### src/sv/cfr_pkg.sv
// Shared constants, codes and controller/datapath interface types for the frame receiver.
package cfr_pkg;

  localparam int unsigned FRAME_DEPTH_DEF = 64;
  localparam int unsigned EMIT_CAP        = 64;

  localparam logic [7:0]  SYNC_FIRST      = 8'hBA;
  localparam logic [7:0]  SYNC_SECOND     = 8'hCE;
  localparam logic [16:0] OVERHEAD_BYTES  = 17'd10;
  localparam logic [6:0]  MAX_LEN_RESET   = 7'd64;

  // Configuration register indexes
  localparam logic [1:0] CFG_MAX_FRAME_LEN = 2'd0;
  localparam logic [1:0] CFG_FILTER_ENABLE = 2'd1;
  localparam logic [1:0] CFG_WANT_CLASS    = 2'd2;
  localparam logic [1:0] CFG_WANT_ID       = 2'd3;

  // Commands from controller to datapath
  typedef struct packed {
    logic       restart;     // rewind write position to the frame start
    logic       store;       // write rx byte into the frame store
    logic       len_lo;
    logic       len_hi;
    logic       set_class;
    logic       set_id;      // also seeds the checksum
    logic       pay_step;    // count a payload byte, add finished words
    logic [2:0] ck_byte;     // capture checksum byte 0, 1 or 2
    logic       start_emit;  // latch frame total, rewind read position
    logic       rd_issue;    // read store at the read position
    logic       out_load;    // move read data into the output register
  } cfr_cmd_t;

  // Status from datapath to controller
  typedef struct packed {
    logic sync1;
    logic sync2;
    logic too_big;
    logic len_zero;
    logic pay_done;
    logic ck_ok;
    logic filt_ok;
    logic emit_last;
    logic out_free;
  } cfr_sts_t;

endpackage

### src/sv/casic_frame_receiver_top.sv
// Top level: CASIC binary frame receiver with checksum check and class/id filter.
// Throughput: one received byte per cycle while a frame is parsed.
// A verified frame's first beat: store read, then output load once the output register is free.
// Emission: each beat is a registered store read, then an output register load;
// input is stalled for the whole burst, which is as long as the frame.
// Reset: parser returns to sync hunt, counters clear, config takes defaults; store is not cleared.
module casic_frame_receiver_top import cfr_pkg::*; #(
  parameter int unsigned FRAME_DEPTH = FRAME_DEPTH_DEF
) (
  input  logic       clk,
  input  logic       rst,
  input  logic       cfg_we,
  input  logic [1:0] cfg_index,
  input  logic [7:0] cfg_data,
  input  logic       in_valid,
  output logic       in_stall,
  input  logic [7:0] rx_byte,
  input  logic       abort,
  output logic       out_valid,
  input  logic       out_stall,
  output logic [7:0] frame_byte,
  output logic [5:0] byte_index,
  output logic       last,
  output logic [7:0] frame_class,
  output logic [7:0] frame_id,
  output logic [6:0] frame_total
);

  cfr_cmd_t cmd;
  cfr_sts_t sts;

  cfr_ctrl u_ctrl (
    .clk      (clk),
    .rst      (rst),
    .in_valid (in_valid),
    .in_stall (in_stall),
    .abort    (abort),
    .sts      (sts),
    .cmd      (cmd)
  );

  cfr_datapath #(
    .FRAME_DEPTH (FRAME_DEPTH)
  ) u_datapath (
    .clk         (clk),
    .rst         (rst),
    .cfg_we      (cfg_we),
    .cfg_index   (cfg_index),
    .cfg_data    (cfg_data),
    .rx_byte     (rx_byte),
    .cmd         (cmd),
    .sts         (sts),
    .out_valid   (out_valid),
    .out_stall   (out_stall),
    .frame_byte  (frame_byte),
    .byte_index  (byte_index),
    .last        (last),
    .frame_class (frame_class),
    .frame_id    (frame_id),
    .frame_total (frame_total)
  );

endmodule

### src/sv/cfr_datapath.sv
// Datapath: config registers, header fields, checksum, frame store and output register.
module cfr_datapath import cfr_pkg::*; #(
  parameter int unsigned FRAME_DEPTH = FRAME_DEPTH_DEF
) (
  input  logic       clk,
  input  logic       rst,
  input  logic       cfg_we,
  input  logic [1:0] cfg_index,
  input  logic [7:0] cfg_data,
  input  logic [7:0] rx_byte,
  input  cfr_cmd_t   cmd,
  output cfr_sts_t   sts,
  output logic       out_valid,
  input  logic       out_stall,
  output logic [7:0] frame_byte,
  output logic [5:0] byte_index,
  output logic       last,
  output logic [7:0] frame_class,
  output logic [7:0] frame_id,
  output logic [6:0] frame_total
);

  localparam int unsigned STORE_DEPTH = (FRAME_DEPTH < EMIT_CAP) ? FRAME_DEPTH : EMIT_CAP;
  localparam int unsigned AW          = $clog2(STORE_DEPTH);
  localparam logic [6:0]  STORE_LIM   = 7'(STORE_DEPTH);

  logic [6:0]  max_frame_len;
  logic        filter_enable;
  logic [7:0]  want_class;
  logic [7:0]  want_id;

  logic [15:0] payload_length;
  logic [5:0]  payload_count;
  logic [5:0]  count_next;
  logic [31:0] running_sum;
  logic [23:0] got_check_bytes;
  logic [23:0] word_tail;
  logic [7:0]  msg_class;
  logic [7:0]  msg_ident;
  logic [6:0]  write_pos;
  logic [6:0]  rd_pos;
  logic [6:0]  total;
  logic [7:0]  rd_data;
  logic [6:0]  limit;
  logic [16:0] len_sum;

  logic [7:0]  frame_store [STORE_DEPTH];

  // Config writes
  always_ff @(posedge clk) begin
    if (rst) begin
      max_frame_len <= MAX_LEN_RESET;
      filter_enable <= 1'b0;
      want_class    <= 8'd0;
      want_id       <= 8'd0;
    end else if (cfg_we) begin
      unique case (cfg_index)
        CFG_MAX_FRAME_LEN: max_frame_len <= cfg_data[6:0];
        CFG_FILTER_ENABLE: filter_enable <= cfg_data[0];
        CFG_WANT_CLASS:    want_class    <= cfg_data;
        CFG_WANT_ID:       want_id       <= cfg_data;
      endcase
    end
  end

  // Length limit and oversize test, no 16-bit wrap
  assign limit   = (max_frame_len < STORE_LIM) ? max_frame_len : STORE_LIM;
  assign len_sum = {1'b0, rx_byte, payload_length[7:0]} + OVERHEAD_BYTES;
  assign count_next = payload_count + 6'd1;

  // Header fields, payload count and checksum
  always_ff @(posedge clk) begin
    if (rst) begin
      payload_length  <= 16'd0;
      payload_count   <= 6'd0;
      running_sum     <= 32'd0;
      got_check_bytes <= 24'd0;
      msg_class       <= 8'd0;
      msg_ident       <= 8'd0;
      word_tail       <= 24'd0;
    end else begin
      if (cmd.len_lo) payload_length <= {8'd0, rx_byte};
      if (cmd.len_hi) payload_length <= {rx_byte, payload_length[7:0]};
      if (cmd.set_class) msg_class <= rx_byte;
      if (cmd.set_id) begin
        msg_ident     <= rx_byte;
        running_sum   <= {rx_byte, msg_class, payload_length};
        payload_count <= 6'd0;
      end
      if (cmd.pay_step) begin
        payload_count <= count_next;
        word_tail     <= {rx_byte, word_tail[23:8]};
        if (count_next[1:0] == 2'b00) running_sum <= running_sum + {rx_byte, word_tail};
      end
      if (cmd.ck_byte[0]) got_check_bytes <= {16'd0, rx_byte};
      if (cmd.ck_byte[1]) got_check_bytes[15:8] <= rx_byte;
      if (cmd.ck_byte[2]) got_check_bytes[23:16] <= rx_byte;
    end
  end

  // Write and read positions
  always_ff @(posedge clk) begin
    if (rst) begin
      write_pos <= 7'd0;
      rd_pos    <= 7'd0;
      total     <= 7'd0;
    end else begin
      if (cmd.restart) write_pos <= 7'd0;
      else if (cmd.store) write_pos <= write_pos + 7'd1;
      if (cmd.start_emit) begin
        total  <= write_pos + 7'd1;
        rd_pos <= 7'd0;
      end else if (cmd.out_load) begin
        rd_pos <= rd_pos + 7'd1;
      end
    end
  end

  // Frame store, registered read
  always_ff @(posedge clk) begin
    if (cmd.store && (write_pos < STORE_LIM)) frame_store[write_pos[AW-1:0]] <= rx_byte;
    if (cmd.rd_issue) rd_data <= frame_store[rd_pos[AW-1:0]];
  end

  // Output register: hold until the beat is taken
  always_ff @(posedge clk) begin
    if (rst) begin
      out_valid <= 1'b0;
    end else if (cmd.out_load) begin
      out_valid <= 1'b1;
    end else if (!out_stall) begin
      out_valid <= 1'b0;
    end
  end

  always_ff @(posedge clk) begin
    if (cmd.out_load) begin
      frame_byte  <= rd_data;
      byte_index  <= rd_pos[5:0];
      last        <= sts.emit_last;
      frame_class <= msg_class;
      frame_id    <= msg_ident;
      frame_total <= total;
    end
  end

  // Status to controller
  always_comb begin
    sts.sync1     = (rx_byte == SYNC_FIRST);
    sts.sync2     = (rx_byte == SYNC_SECOND);
    sts.too_big   = (len_sum > {10'd0, limit});
    sts.len_zero  = (payload_length == 16'd0);
    sts.pay_done  = ({10'd0, count_next} >= payload_length);
    sts.ck_ok     = ({rx_byte, got_check_bytes} == running_sum);
    sts.filt_ok   = !filter_enable || ((msg_class == want_class) && (msg_ident == want_id));
    sts.emit_last = ((rd_pos + 7'd1) == total);
    sts.out_free  = !out_valid || !out_stall;
  end

endmodule

### src/sv/cfr_ctrl.sv
// Controller: frame parse sequence and emission sequence.
module cfr_ctrl import cfr_pkg::*; (
  input  logic     clk,
  input  logic     rst,
  input  logic     in_valid,
  output logic     in_stall,
  input  logic     abort,
  input  cfr_sts_t sts,
  output cfr_cmd_t cmd
);

  typedef enum logic [12:0] {
    S_HUNT1   = 13'b0000000000001,
    S_HUNT2   = 13'b0000000000010,
    S_LEN_LO  = 13'b0000000000100,
    S_LEN_HI  = 13'b0000000001000,
    S_CLASS   = 13'b0000000010000,
    S_ID      = 13'b0000000100000,
    S_BODY    = 13'b0000001000000,
    S_CK0     = 13'b0000010000000,
    S_CK1     = 13'b0000100000000,
    S_CK2     = 13'b0001000000000,
    S_CK3     = 13'b0010000000000,
    S_READ    = 13'b0100000000000,
    S_LOAD    = 13'b1000000000000
  } state_t;

  state_t state;
  state_t state_next;
  logic   accept;
  logic   take;

  // Stall input while the stored frame streams out
  assign in_stall = (state == S_READ) || (state == S_LOAD);
  assign accept   = in_valid && !in_stall;
  assign take     = accept && !abort;

  always_ff @(posedge clk) begin
    if (rst) state <= S_HUNT1;
    else     state <= state_next;
  end

  // Next state and commands
  always_comb begin
    state_next = state;
    cmd        = '0;
    if (accept && abort) begin
      cmd.restart = 1'b1;
      state_next  = S_HUNT1;
    end else begin
      unique case (state)
        S_HUNT1: begin
          if (take && sts.sync1) begin
            cmd.store  = 1'b1;
            state_next = S_HUNT2;
          end
        end
        S_HUNT2: begin
          if (take) begin
            if (sts.sync2) begin
              cmd.store  = 1'b1;
              state_next = S_LEN_LO;
            end else if (!sts.sync1) begin
              cmd.restart = 1'b1;
              state_next  = S_HUNT1;
            end
          end
        end
        S_LEN_LO: begin
          if (take) begin
            cmd.store  = 1'b1;
            cmd.len_lo = 1'b1;
            state_next = S_LEN_HI;
          end
        end
        S_LEN_HI: begin
          if (take) begin
            cmd.store  = 1'b1;
            cmd.len_hi = 1'b1;
            if (sts.too_big) begin
              cmd.restart = 1'b1;
              state_next  = S_HUNT1;
            end else begin
              state_next = S_CLASS;
            end
          end
        end
        S_CLASS: begin
          if (take) begin
            cmd.store     = 1'b1;
            cmd.set_class = 1'b1;
            state_next    = S_ID;
          end
        end
        S_ID: begin
          if (take) begin
            cmd.store  = 1'b1;
            cmd.set_id = 1'b1;
            state_next = sts.len_zero ? S_CK0 : S_BODY;
          end
        end
        S_BODY: begin
          if (take) begin
            cmd.store    = 1'b1;
            cmd.pay_step = 1'b1;
            if (sts.pay_done) state_next = S_CK0;
          end
        end
        S_CK0: begin
          if (take) begin
            cmd.store      = 1'b1;
            cmd.ck_byte[0] = 1'b1;
            state_next     = S_CK1;
          end
        end
        S_CK1: begin
          if (take) begin
            cmd.store      = 1'b1;
            cmd.ck_byte[1] = 1'b1;
            state_next     = S_CK2;
          end
        end
        S_CK2: begin
          if (take) begin
            cmd.store      = 1'b1;
            cmd.ck_byte[2] = 1'b1;
            state_next     = S_CK3;
          end
        end
        S_CK3: begin
          if (take) begin
            cmd.store   = 1'b1;
            cmd.restart = 1'b1;
            if (sts.ck_ok && sts.filt_ok) begin
              cmd.start_emit = 1'b1;
              state_next     = S_READ;
            end else begin
              state_next = S_HUNT1;
            end
          end
        end
        S_READ: begin
          cmd.rd_issue = 1'b1;
          state_next   = S_LOAD;
        end
        S_LOAD: begin
          if (sts.out_free) begin
            cmd.out_load = 1'b1;
            state_next   = sts.emit_last ? S_HUNT1 : S_READ;
          end
        end
        default: begin
          state_next = S_HUNT1;
        end
      endcase
    end
  end

  // Checks
  a_state_onehot: assert property (@(posedge clk) disable iff (rst) $onehot(state))
    else $error("controller state not one-hot");
  a_read_then_load: assert property (@(posedge clk) disable iff (rst)
    state == S_READ |=> state == S_LOAD)
    else $error("store read not followed by output load");
  a_last_ends_burst: assert property (@(posedge clk) disable iff (rst)
    cmd.out_load && sts.emit_last |=> state == S_HUNT1)
    else $error("burst did not end after last beat");
  a_good_frame_emits: assert property (@(posedge clk) disable iff (rst)
    state == S_CK3 && take && sts.ck_ok && sts.filt_ok |=> state == S_READ)
    else $error("verified frame not emitted");

endmodule

### config.mk
export PLATFORM = sky130hd
export DESIGN_NAME = casic_frame_receiver_top
export DESIGN_NICKNAME = d
export VERILOG_FILES = /design/src/sv/cfr_pkg.sv /design/src/sv/casic_frame_receiver_top.sv /design/src/sv/cfr_datapath.sv /design/src/sv/cfr_ctrl.sv
export SDC_FILE = /design/constraint.sdc
export NUM_CORES = 1
export LEC_CHECK = 0
export BUFFER_PORTS_ARGS = -buffer_cell sky130_fd_sc_hd__buf_2
export CAP_MARGIN = 15
export CORE_UTILIZATION = 50
export DETAILED_ROUTE_END_ITERATION = 10
export GPL_ROUTABILITY_DRIVEN = 0
export MAX_ROUTING_LAYER = met4
export PLACE_DENSITY = 0.63
export SETUP_SLACK_MARGIN = 0.3
export SLEW_MARGIN = 20
export SYNTH_ARGS = -nofsm -noshare
export SYNTH_HDL_FRONTEND = slang
export SYNTH_SLANG_ARGS = --single-unit
### constraint.sdc
create_clock -name clk -period 3.8 [get_ports clk]
set_input_delay 0.76 -clock clk [delete_from_list [all_inputs] [get_ports clk]]
set_output_delay 0.76 -clock clk [all_outputs]
set_load 0.02 [all_outputs]
==> results of run 1 <==
-- flip-flops by register name, summed over array words and instances, names as in the netlist, 7 cells and up --
name / cells
u_ctrl.state: 13
u_datapath.frame_byte: 8
u_datapath.frame_class: 8
u_datapath.frame_id: 8
u_datapath.frame_store: 512
u_datapath.frame_total: 7
u_datapath.got_check_bytes: 24
u_datapath.max_frame_len: 7
u_datapath.msg_class: 8
u_datapath.msg_ident: 8
u_datapath.payload_length: 16
u_datapath.rd_data: 8
u_datapath.rd_pos: 7
u_datapath.running_sum: 32
u_datapath.total: 7
u_datapath.want_class: 8
u_datapath.want_id: 8
u_datapath.word_tail: 24
u_datapath.write_pos: 7
-- per-layer routing --
metal | vias to the layer above | GRT usage (%) | part of all wire [%]
li1 | 8481 | - | -
met1 | 9645 | 37.4 | 43
met2 | 754 | 39.2 | 46
met3 | 131 | 5.68 | 7.7
met4 | 0 | 8.38 | 2.9
met5 | - | - | 0
-- path summary, 6_finish.rpt --
path,start,end,slack (ns),cells after the start
hold reg to reg,u_datapath.rd_data[2],u_datapath.frame_byte[2],0.43,0
hold / removal,cfg_data[7],u_datapath.want_id[7],0.39,3
setup reg to reg,u_datapath.running_sum[10],u_datapath.running_sum[31],0.65,10
setup / recovery,u_datapath.running_sum[10],u_datapath.running_sum[31],0.65,10
-- what timing repair did --
action                                  in CTS  in global routing
hold endpoints to repair                     0                  0
endpoints found under the setup margin       0                  3
resized for setup                            0                  1
-- where the power goes --
part / total (mW) / internal (mW) / switching, mW / leakage, nW
combinational: 0.280 / 0.0582 / 0.222 / 4.41
clock: 7.12 / 4.02 / 3.10 / 1.14
sequential: 8.63 / 8.62 / 0.00639 / 6.46
total: 16.0 / 12.7 / 3.33 / 12.0
-- synth_stat cells, types with 11 or more instances --
cell / n
ha_1: 49
dfxtp_1: 177
buf_2: 21
nor3_1: 23
nor2_1: 229
nand2_1: 172
a211oi_1: 34
inv_1: 21
edfxtp_1: 558
xnor2_1: 72
xor2_1: 29
nand4_1: 26
clkbuf_1: 76
a21o_1: 18
o21ai_0: 32
a22oi_1: 19
buf_1: 13
a21oi_1: 94
and3_1: 11
mux2i_1: 56
nand3_1: 46
mux4_2: 168
-- layout make-up --
type	count	share of cell area (%)
sequential	735	56.9
multi-input combinational	1247	29.5
clock buffer	104	5.85
timing repair buffer	186	3.82
tap	837	2.93
clock inverter	37	0.764
inverter	21	0.221
antenna	5	0.0350
-- worst max-delay path: stages, from the launching register on --
cell and delay (ns):
dfxtp_1 0.35, ha_1 0.40, a21oi_1 0.09, o21ai_0 0.33, nor4b_1 0.59, buf_4 0.24
nor4_1 0.07, o21ai_0 0.30, a2111oi_0 0.15, or4_1 0.48, o31ai_1 0.07
-- kinds of logic after synthesis --
kind of cell,after synthesis
muxes,226
and+or+nand+nor,600
adders and majority gates,50
xor gates and xnor gates,101
DFF,735
buffers and inverters,137
AOI/OAI and AO/OA,270
==> summary.md, run 1 <==
| Metric | Value |
|---|---|
| Critical setup path kind | reg -> reg |
| Hold violation total from the final report | 0 |
| Die area | between 0.06 and 0.07 sq mm |
| Place WS | approximately 0.25 ns |
| Layout cell share with drive strength beyond 1 | a little over a fifth |
| Most frequent cells in the layout | 558 x edfxtp_1, 229 x nor2_1, 173 x dfxtp_1 |
| Worst vdd ir | a little under 0.4 mV |
| Synth area leaders | edfxtp_1 53%, mux4_2 12%, dfxtp_1 11%, nor2_1 2.7%, nand2_1 2.1% |
| Main combinational cell family by area after synthesis | multiplexers |
| Drt pass-1 iters | 5 |
| Largest net degree at the start of global routing | 80 |
| Worst-Margin Slew | roughly 0.9 ns |
| Crit path capture type | flop |
| Slew Limit Fails | 0 |
| Max frequency | 317 MHz |
| CTS Sinks | ~740 |
| Top cell type's share of synthesized area | a little over half |
| Hold Path Class | in -> reg |
| Layout Utilization | 57.8% |
| CP startpoint kind | flop |
| # nets final | about 2,300 |
| Register area share after synthesis | between 60% and 70% |
| Post-synth EDFFs | 558 |
| Root Driver | clkbuf_16 |
| #FFs+latches synth | 735 |
| H-tree depth | 3 |
| Placed Area | 0.0333 sq mm |
| WHS | ~0.39 ns |
| Core area | between 0.06 and 0.07 sq mm |
| Post-synthesis mux area share | about 14% |
| Max clock buf depth | 3 |
| Fillers | 4,764 |
| Post-Synth XOR/XNOR Area | under 10% |
| Drt via density | 5.99 |
| Power Total | between 15 and 20 mW |
| Mapped Avg Cell Area | approximately 15 sq um |
| Final cell count without fillers | 3,172 |
| Clock transition at path regs | around 0.060 ns |
| Clk Latency, worst-skew pair | 0.63 ns |
| Setup TNS | 0 ns |
| # setup viols final | 0 |
| Maxcap violations | 0 |
| RSZ-0062 raised after global routing | no |
| Final WS setup | 0.650 ns |
| Post-Synth Simple-Gate Area | roughly 9.2% |
| All-layer global routing usage | 26.7% |
| Number of global-route vias before repair | 18,500 |
| Cells after Synth | 2,119 |
| Setup bufs post-CTS | 0 |
| Area leader, netlist | edfxtp_1 |
| Cell count after placement | slightly above 3,000 |
| GR Overflow Total | 0 |
| Most common cell after layout, fill and taps aside | edfxtp_1 |
| # port buffers | 63 |
| Synth Area in Adders | 2.02% |
| Multi-input logic area | 0.0105 sq mm |
| WP data required | about 4.3 ns |
| Layout Skew | 0.0245 ns |
| Routed Antenna Nets | 0 |
| Library cells used by synthesis | 86 |
| Layout area overhead | 13.8% |
| Final Critical Period | ~3.1 ns |
| Slew headroom | 40.1% |
| Leak pwr | 12.0 nW |
| Outcome | finished clean |
| Synth warn | 0 |
| Hpwl dp | roughly 54 mm |
| Antenna violations before repair | 8 |
| Die Height | around 250 um |
| Compound-Gate Fraction of Synth Area | ~5.6% |
| Chip width | 253 um |
| Period utilization | between 80% and 90% |
| Crit path arrival time | ~3.7 ns |
| Hold_buf cts | 0 |
| Top Ports | between 60 and 70 |
| CP max FO | 6 |
| Pwr Density | 449 mW/mm^2 |
| Cell area after synthesis | between 0.03 and 0.04 sq mm |
| Asr flop ratio synth | 0% |
| Net Count, Synth | roughly 2,200 |
| Top FF cell, synth | edfxtp_1 |
| Sequential cell area | between 0.02 and 0.025 sq mm |
| 1st-iter DRT viols | approximately 2,000 |
| DR WL/cell | roughly 25 um |
| Drt total wl | just over 80 mm |
| Final instance area | ~0.036 sq mm |
| CTS tree | built |
| Std-Cell Rows | slightly above 90 |
| Starting density of the core | between 50% and 60% |
| DRC | 0 |
| Via count | 19,000 |
| First-pass GRT wire length | about 120 mm |
| Num CTS Buffers | 77 |
(Power assumes the default switching activity.)
==> inputs of run 2 (changes only) <==
--- a/config.mk
+++ b/config.mk
@@ -5,6 +5,7 @@
 export SDC_FILE = /design/constraint.sdc
 export NUM_CORES = 1
 export LEC_CHECK = 0
+export ABC_AREA = 1
 export BUFFER_PORTS_ARGS = -buffer_cell sky130_fd_sc_hd__buf_2
 export CAP_MARGIN = 15
 export CORE_UTILIZATION = 50
==> constraint.sdc (replaced) <==
create_clock -name clk -period 3.2 [get_ports clk]
set_input_delay 0.64 -clock clk [delete_from_list [all_inputs] [get_ports clk]]
set_output_delay 0.64 -clock clk [all_outputs]
set_load 0.02 [all_outputs]
==> summary.md, run 2 <==
| Metric | Value |
|---|---|
| Multi-input logic area | 0.0107 sq mm |
| Chip width | around 260 um |
| Post-synth EDFFs | 558 |
| Reg2Reg Setup Slack | between 0.4 and 0.5 ns |
| Slew Limit Fails | 0 |
| Most common cell after layout, fill and taps aside | edfxtp_1 |
| Num CTS Buffers | 76 |
| GR Overflow Total | 0 |
| RR Startpoint | u_datapath.rd_pos[0] |
| DRC | 0 |
| CTS Sinks | about 740 |
| Main combinational cell family by area after synthesis | simple AND/OR/NAND/NOR gates |
| 1st-iter DRT viols | 2,631 |
| Clk Latency, worst-skew pair | 0.64 ns |
| Library cells used by synthesis | between 40 and 50 |
| Most frequent cells in the layout | 558 x edfxtp_1, 464 x nor2_1, 396 x nand2_1 |
| # setup viols final | 0 |
| CTS tree | built |
| #FFs+latches synth | 735 |
| First-pass GRT wire length | ~140 mm |
| Maxcap violations | 0 |
| Post-synth top cells | 558 x edfxtp_1, 466 x nor2_1, 397 x nand2_1, 317 x o21ai_0, 177 x dfxtp_1 |
| Hold Path Class | in -> reg |
| RSZ-0062 raised after global routing | yes |
| All-layer global routing usage | around 29% |
| Drt total wl | between 90 and 100 mm |
| Hold endpoint | u_datapath.max_frame_len[6] |
| Top cell type's share of synthesized area | about half |
| Drt pass-1 iters | 8 |
| Hold violation total from the final report | 0 |
| Register area share after synthesis | 62.9% |
| Max frequency | 363 MHz |
| Die Height | 256 um |
| Mapped Avg Cell Area | roughly 11 sq um |
| Synth area leaders | edfxtp_1 52%, dfxtp_1 11%, nor2_1 5.4%, o21ai_0 4.9%, nand2_1 4.6% |
| Asr flop ratio synth | 0% |
| Net Count, Synth | 3,146 |
| Sequential cell area | approximately 0.02 sq mm |
| Max reg flops | ~500 |
| Hold depth | 3 |
| DR WL/cell | roughly 23 um |
| Top Ports | 64 |
| # port buffers | 63 |
| Layout Skew | slightly above 0.02 ns |
| Synth Area in Adders | under 10% |
| Post-Synth XOR/XNOR Area | roughly 1.9% |
| Routed Antenna Nets | 0 |
| Crit path arrival time | between 3 and 4 ns |
| Post-synthesis mux area share | 1.92% |
| Die area | 0.0656 sq mm |
| Number of global-route vias before repair | ~24,000 |
| Largest net degree at the start of global routing | 113 |
| H-tree depth | 3 |
| # nets final | 3,279 |
| Hpwl dp | approximately 60 mm |
| Root Driver | clkbuf_16 |
| GR Layer Usage met3 | approximately 4.2% |
| Hold Path Origin | cfg_data[6] |
| Compound-Gate Fraction of Synth Area | 12.9% |
| Outcome | finished clean |
| R2R Path End | u_datapath.rd_data[3] |
| Starting density of the core | roughly half |
| Top FF cell, synth | edfxtp_1 |
| Max clock buf depth | 3 |
| Cell area after synthesis | around 0.032 sq mm |
| Met2 Use GR | about 47% |
| Fillers | ~5,300 |
| Setup TNS | 0 ns |
| WP data required | 3.57 ns |
| Worst vdd ir | between 0.4 and 0.5 mV |
| Clock transition at path regs | about 0.060 ns |
| Period utilization | between 80% and 90% |
| Grt peak-use layer | met2 |
| Post-Synth Simple-Gate Area | roughly 15% |
| Core area | between 0.06 and 0.07 sq mm |
| CP startpoint kind | flop |
| Slew headroom | between 20 and 30% |
| Std-Cell Rows | a little over 90 |
| Worst reg2reg path depth | 8 |
| Crit path capture type | flop |
| Most frequent cell after synthesis | edfxtp_1 |
| Antenna violations before repair | 3 |
| Critical setup path kind | reg -> reg |
| Via count | roughly 24,000 |
| Cells after Synth | just over 3,000 |
| Hold_buf cts | 0 |
| Leak pwr | 13.1 nW |
| Synth warn | 0 |
| Grt met1 use | roughly 36% |
| Pwr Density | 561 mW/mm^2 |
| CP max FO | 43 |
| Drt via density | about 6 |
| Final instance area | about 0.037 sq mm |
| Layout cell share with drive strength beyond 1 | around an eighth |
| Placed Area | ~0.034 sq mm |
| Layout area overhead | 13.9% |
| Worst-Margin Slew | 1.08 ns |
| Layout Utilization | between 50% and 60% |
| Area leader, netlist | edfxtp_1 |
| Final Critical Period | roughly 2.8 ns |
run 2: changes by cell type in the layout (fill, tap and decap cells not counted), sizes merged, moves of 50 or more:
cell | before | now
nand2 | 174 | 407
o22ai | 2 | 65
o21ai | 34 | 321
nand3 | 49 | 142
mux4 | 168 | 0
xnor2 | 72 | 22
inv | 25 | 174
nor2 | 230 | 477
o211ai | 5 | 75
a21oi | 96 | 173
o221ai | 1 | 64
run 2: logic make-up (layout without fill, tap and decap cells):
| family | after synthesis | after routing |
|---|---|---|
| mux | 62 | 62 |
| simple gates | 1107 | 1107 |
| fa+ha+maj | 50 | 50 |
| flops | 735 | 735 |
| xor+xnor | 69 | 69 |
| other cells | 0 | 2 |
| buf+inv | 330 | 523 |
| compound gates | 719 | 719 |
run 2: worst max path at each step:
stage | from | to | cells past startpoint
after global placement | rx_byte[4] | u_datapath.frame_store[36][0] | 12
after detailed placement | rx_byte[4] | u_datapath.frame_store[36][0] | 12
after floorplan | rx_byte[0] | u_datapath.frame_store[43][0] | 10
after global routing | u_ctrl.state[4] | u_datapath.frame_store[19][7] | 12
final | u_datapath.rd_pos[0] | u_datapath.rd_data[3] | 8
after CTS | u_ctrl.state[2] | u_datapath.frame_store[36][3] | 12
run 2: cell type report:
class | instances | share of cell area [%]
Antenna cell | 2 | 0.0136
Clock buffer | 95 | 5.53
Clock inverter | 43 | 1.29
Inverter | 172 | 1.77
Multi-Input combinational cell | 2007 | 29.1
Sequential cell | 735 | 55.2
Tap cell | 846 | 2.88
Timing Repair Buffer | 213 | 4.17
run 2: through the flow:
stage | hold WS (ns) | power [mW] | setup WS [ns] | std cells
global route | 0.269 | 21.2 | 0.216 | 4113
floorplan | 0.400 | 11.4 | 0.269 | 3072
global placement | 0.417 | 11.9 | 0.196 | 3973
finish | 0.280 | 20.6 | 0.447 | 4113
CTS | 0.245 | 20.7 | 0.458 | 4111
detailed placement | 0.405 | 11.9 | 0.0954 | 3973
run 2: what timing repair did:
item	CTS	global route
resized for setup	0	3
endpoints found under the hold margin	0	0
endpoints found under the setup margin	0	99
setup buffers	0	0
run 2: routing by layer:
metal	routed length [um]	vias to the layer above
met5	0	-
met4	5280	0
met3	6010	275
met2	44300	1090
met1	37800	11600
li1	-	11200
run 2: critical path, cell delays in order (launching register included):
cell      delay, ns
dfxtp_4        0.56
buf_4          0.50
buf_4          0.35
mux2i_1        0.29
o221ai_1       0.22
o211ai_1       0.22
nand3_1        0.12
nand3_1        0.10
nand2_1        0.09
run 2: power by group:
group	switching, mW	internal [mW]
Sequential	0.0566	10.3
Clock	3.80	5.13
Combinational	0.936	0.372
Total	4.80	15.8
==> inputs of run 3 (changes only) <==
--- a/config.mk
+++ b/config.mk
@@ -8,11 +8,11 @@
 export ABC_AREA = 1
 export BUFFER_PORTS_ARGS = -buffer_cell sky130_fd_sc_hd__buf_2
 export CAP_MARGIN = 15
-export CORE_UTILIZATION = 50
+export CORE_UTILIZATION = 24
 export DETAILED_ROUTE_END_ITERATION = 10
 export GPL_ROUTABILITY_DRIVEN = 0
 export MAX_ROUTING_LAYER = met4
-export PLACE_DENSITY = 0.63
+export PLACE_DENSITY = 0.35
 export SETUP_SLACK_MARGIN = 0.3
 export SLEW_MARGIN = 20
 export SYNTH_ARGS = -nofsm -noshare
==> summary.md, run 3 (synthesis gave the netlist of run 2 again) <==
| Metric | Value |
|---|---|
| Cell count after placement | roughly 4,900 |
| H-tree depth | 3 |
| Flop pwr share | roughly half |
| GR Overflow Total | 0 |
| RR Startpoint | u_datapath.rd_pos[1] |
| Layout cell share with drive strength beyond 1 | 13.1% |
| # setup viols final | 0 |
| Worst vdd ir | 0.323 mV |
| Setup bufs post-CTS | 0 |
| CTS Sinks | between 700 and 800 |
| Worst reg2reg path depth | 7 |
| Top Ports | 64 |
| Hpwl dp | 79.0 mm |
| Max clock buf depth | 3 |
| Layout Skew | approximately 0.031 ns |
| Clk Latency, worst-skew pair | just under 0.7 ns |
| Die Height | 369 um |
| Core area | roughly 0.13 sq mm |
| DR WL/cell | around 23 um |
| Final cell count without fillers | 5,092 |
| WP data required | ~3.7 ns |
| Number of global-route vias before repair | 23,800 |
| Internal power | 16.2 mW |
| Layout area overhead | 19.5% |
| Via count | ~23,000 |
| Drt pass-1 iters | 5 |
| Sw frac | about a quarter |
| Drt via density | about 4.6 |
| Maxcap violations | 0 |
| Slew Limit Fails | 0 |
| Worst-Margin Slew | 1.07 ns |
| Chip width | roughly 370 um |
| RSZ-0062 raised after global routing | yes |
| Logic pwr share | 6.6% |
| Critical setup path kind | reg -> reg |
| Antenna violations before repair | 11 |
| Power Total | about 21 mW |
| All-layer global routing usage | approximately 18% |
| Pwr Density | around 560 mW/mm^2 |
| CTS tree | built |
| Period utilization | a little under nine tenths |
| Slew headroom | 28.9% |
| Final WS setup | 0.480 ns |
| Starting density of the core | approximately 24% |
| Critical path startpoint | u_datapath.rd_pos[1] |
| Hold Path Class | in -> reg |
| Sw Pwr | about 5.2 mW |
| Drt total wl | roughly 120 mm |
| Reg2Reg Setup Slack | ~0.48 ns |
| DRC | 0 |
| WHS | about 0.25 ns |
| Crit path capture type | flop |
| Std-Cell Rows | around 130 |
| First-pass GRT wire length | about 170 mm |
| Most frequent cells in the layout | 558 x edfxtp_1, 465 x nor2_1, 397 x nand2_1 |
| Hold_buf cts | 0 |
| Largest net degree at the start of global routing | 95 |
| CP startpoint kind | flop |
| # port buffers | 63 |
| Root Driver | clkbuf_16 |
| Num CTS Buffers | 84 |
| Worst Setup EP | u_datapath.rd_data[4] |
| Leak pwr | approximately 13 nW |
| Place WS | ~0.18 ns |
| Crit path arrival time | between 3 and 4 ns |
| Setup TNS | 0 ns |
| CP max FO | 37 |
| # nets final | approximately 3,300 |
| Clock power frac | 45.0% |
| Routed Antenna Nets | 0 |
| Die area | roughly 0.14 sq mm |
| Outcome | finished clean |
| Clock transition at path regs | roughly 0.060 ns |
| Most common cell after layout, fill and taps aside | edfxtp_1 |
| Fillers | around 14,000 |
| Final Critical Period | roughly 2.7 ns |
| Max frequency | 368 MHz |
| R2R Path End | u_datapath.rd_data[4] |
| Hold violation total from the final report | 0 |
| 1st-iter DRT viols | 1,938 |
| Max reg flops | 512 |
[run 3: cell types whose count changed in the layout (fill, tap and decap cells not counted), moves of 4 or more]
cell,change
clkinv_1,+5
clkinv_2,-4
buf_2,-7
buf_12,+9
clkinvlp_4,+4
buf_4,+39
clkbuf_16,+8
[run 3: layout make-up]
type | instances | area, sq um | area share (%)
clock buffer | 105 | 2230 | 5.79
tap | 1768 | 2210 | 5.74
inverter | 172 | 657 | 1.70
multi-input combinational | 2007 | 10700 | 27.8
sequential | 735 | 20300 | 52.7
clock inverter | 47 | 453 | 1.17
timing repair buffer | 254 | 1970 | 5.11
antenna | 4 | 10.0 | 0.0260
[run 3: timing repair]
action	CTS	global route
endpoints found under the hold margin	0	0
gates resized for setup	0	6
endpoints found under the setup margin	0	83
[run 3: per-stage QoR]
stage,cell area (sq um),util [%]
floorplan,32300,-
CTS,38500,28.9
global placement,35800,26.9
detailed placement,35800,26.9
finish,38600,28.9
global route,38600,28.9
[run 3: worst min path at each step]
stage,cells after the start,slack (ns),end,start
final,3,0.25,u_datapath.max_frame_len[1],cfg_data[1]
after global routing,3,0.24,u_datapath.max_frame_len[3],cfg_data[3]
after CTS,3,0.20,u_datapath.max_frame_len[3],cfg_data[3]
after detailed placement,0,0.40,u_datapath.frame_byte[0],u_datapath.rd_data[0]
after global placement,0,0.40,u_datapath.frame_byte[0],u_datapath.rd_data[0]
after floorplan,0,0.40,u_datapath.frame_byte[0],u_datapath.rd_data[0]
[run 3: per-layer routing]
| metal | vias to the layer above | GRT usage [%] | wire length (um) |
|---|---|---|---|
| li1 | 11300 | - | - |
| met1 | 11500 | 22.9 | 54100 |
| met2 | 439 | 28.7 | 56800 |
| met3 | 167 | 2.56 | 4010 |
| met4 | 0 | 4.83 | 2930 |
| met5 | - | - | 0 |
[run 3: power by group through the flow]
stage / sequential [mW] / combinational [mW] / clock [mW]
finish: 10.4 / 1.41 / 9.64
detailed placement: 10.6 / 1.44 / 0
global placement: 10.6 / 1.46 / 0
CTS: 10.4 / 1.44 / 9.91
global route: 10.4 / 1.56 / 10.2
floorplan: 10.6 / 0.804 / 0
[run 3: worst max-delay path, cell delays in order, from the launching register on]
cell and delay, ns:
dfxtp_4 0.43, inv_2 0.65, o21ai_0 0.23, o22ai_1 0.32
o211ai_1 0.16, nand3_1 0.23, nand3_1 0.29, nand2_1 0.22
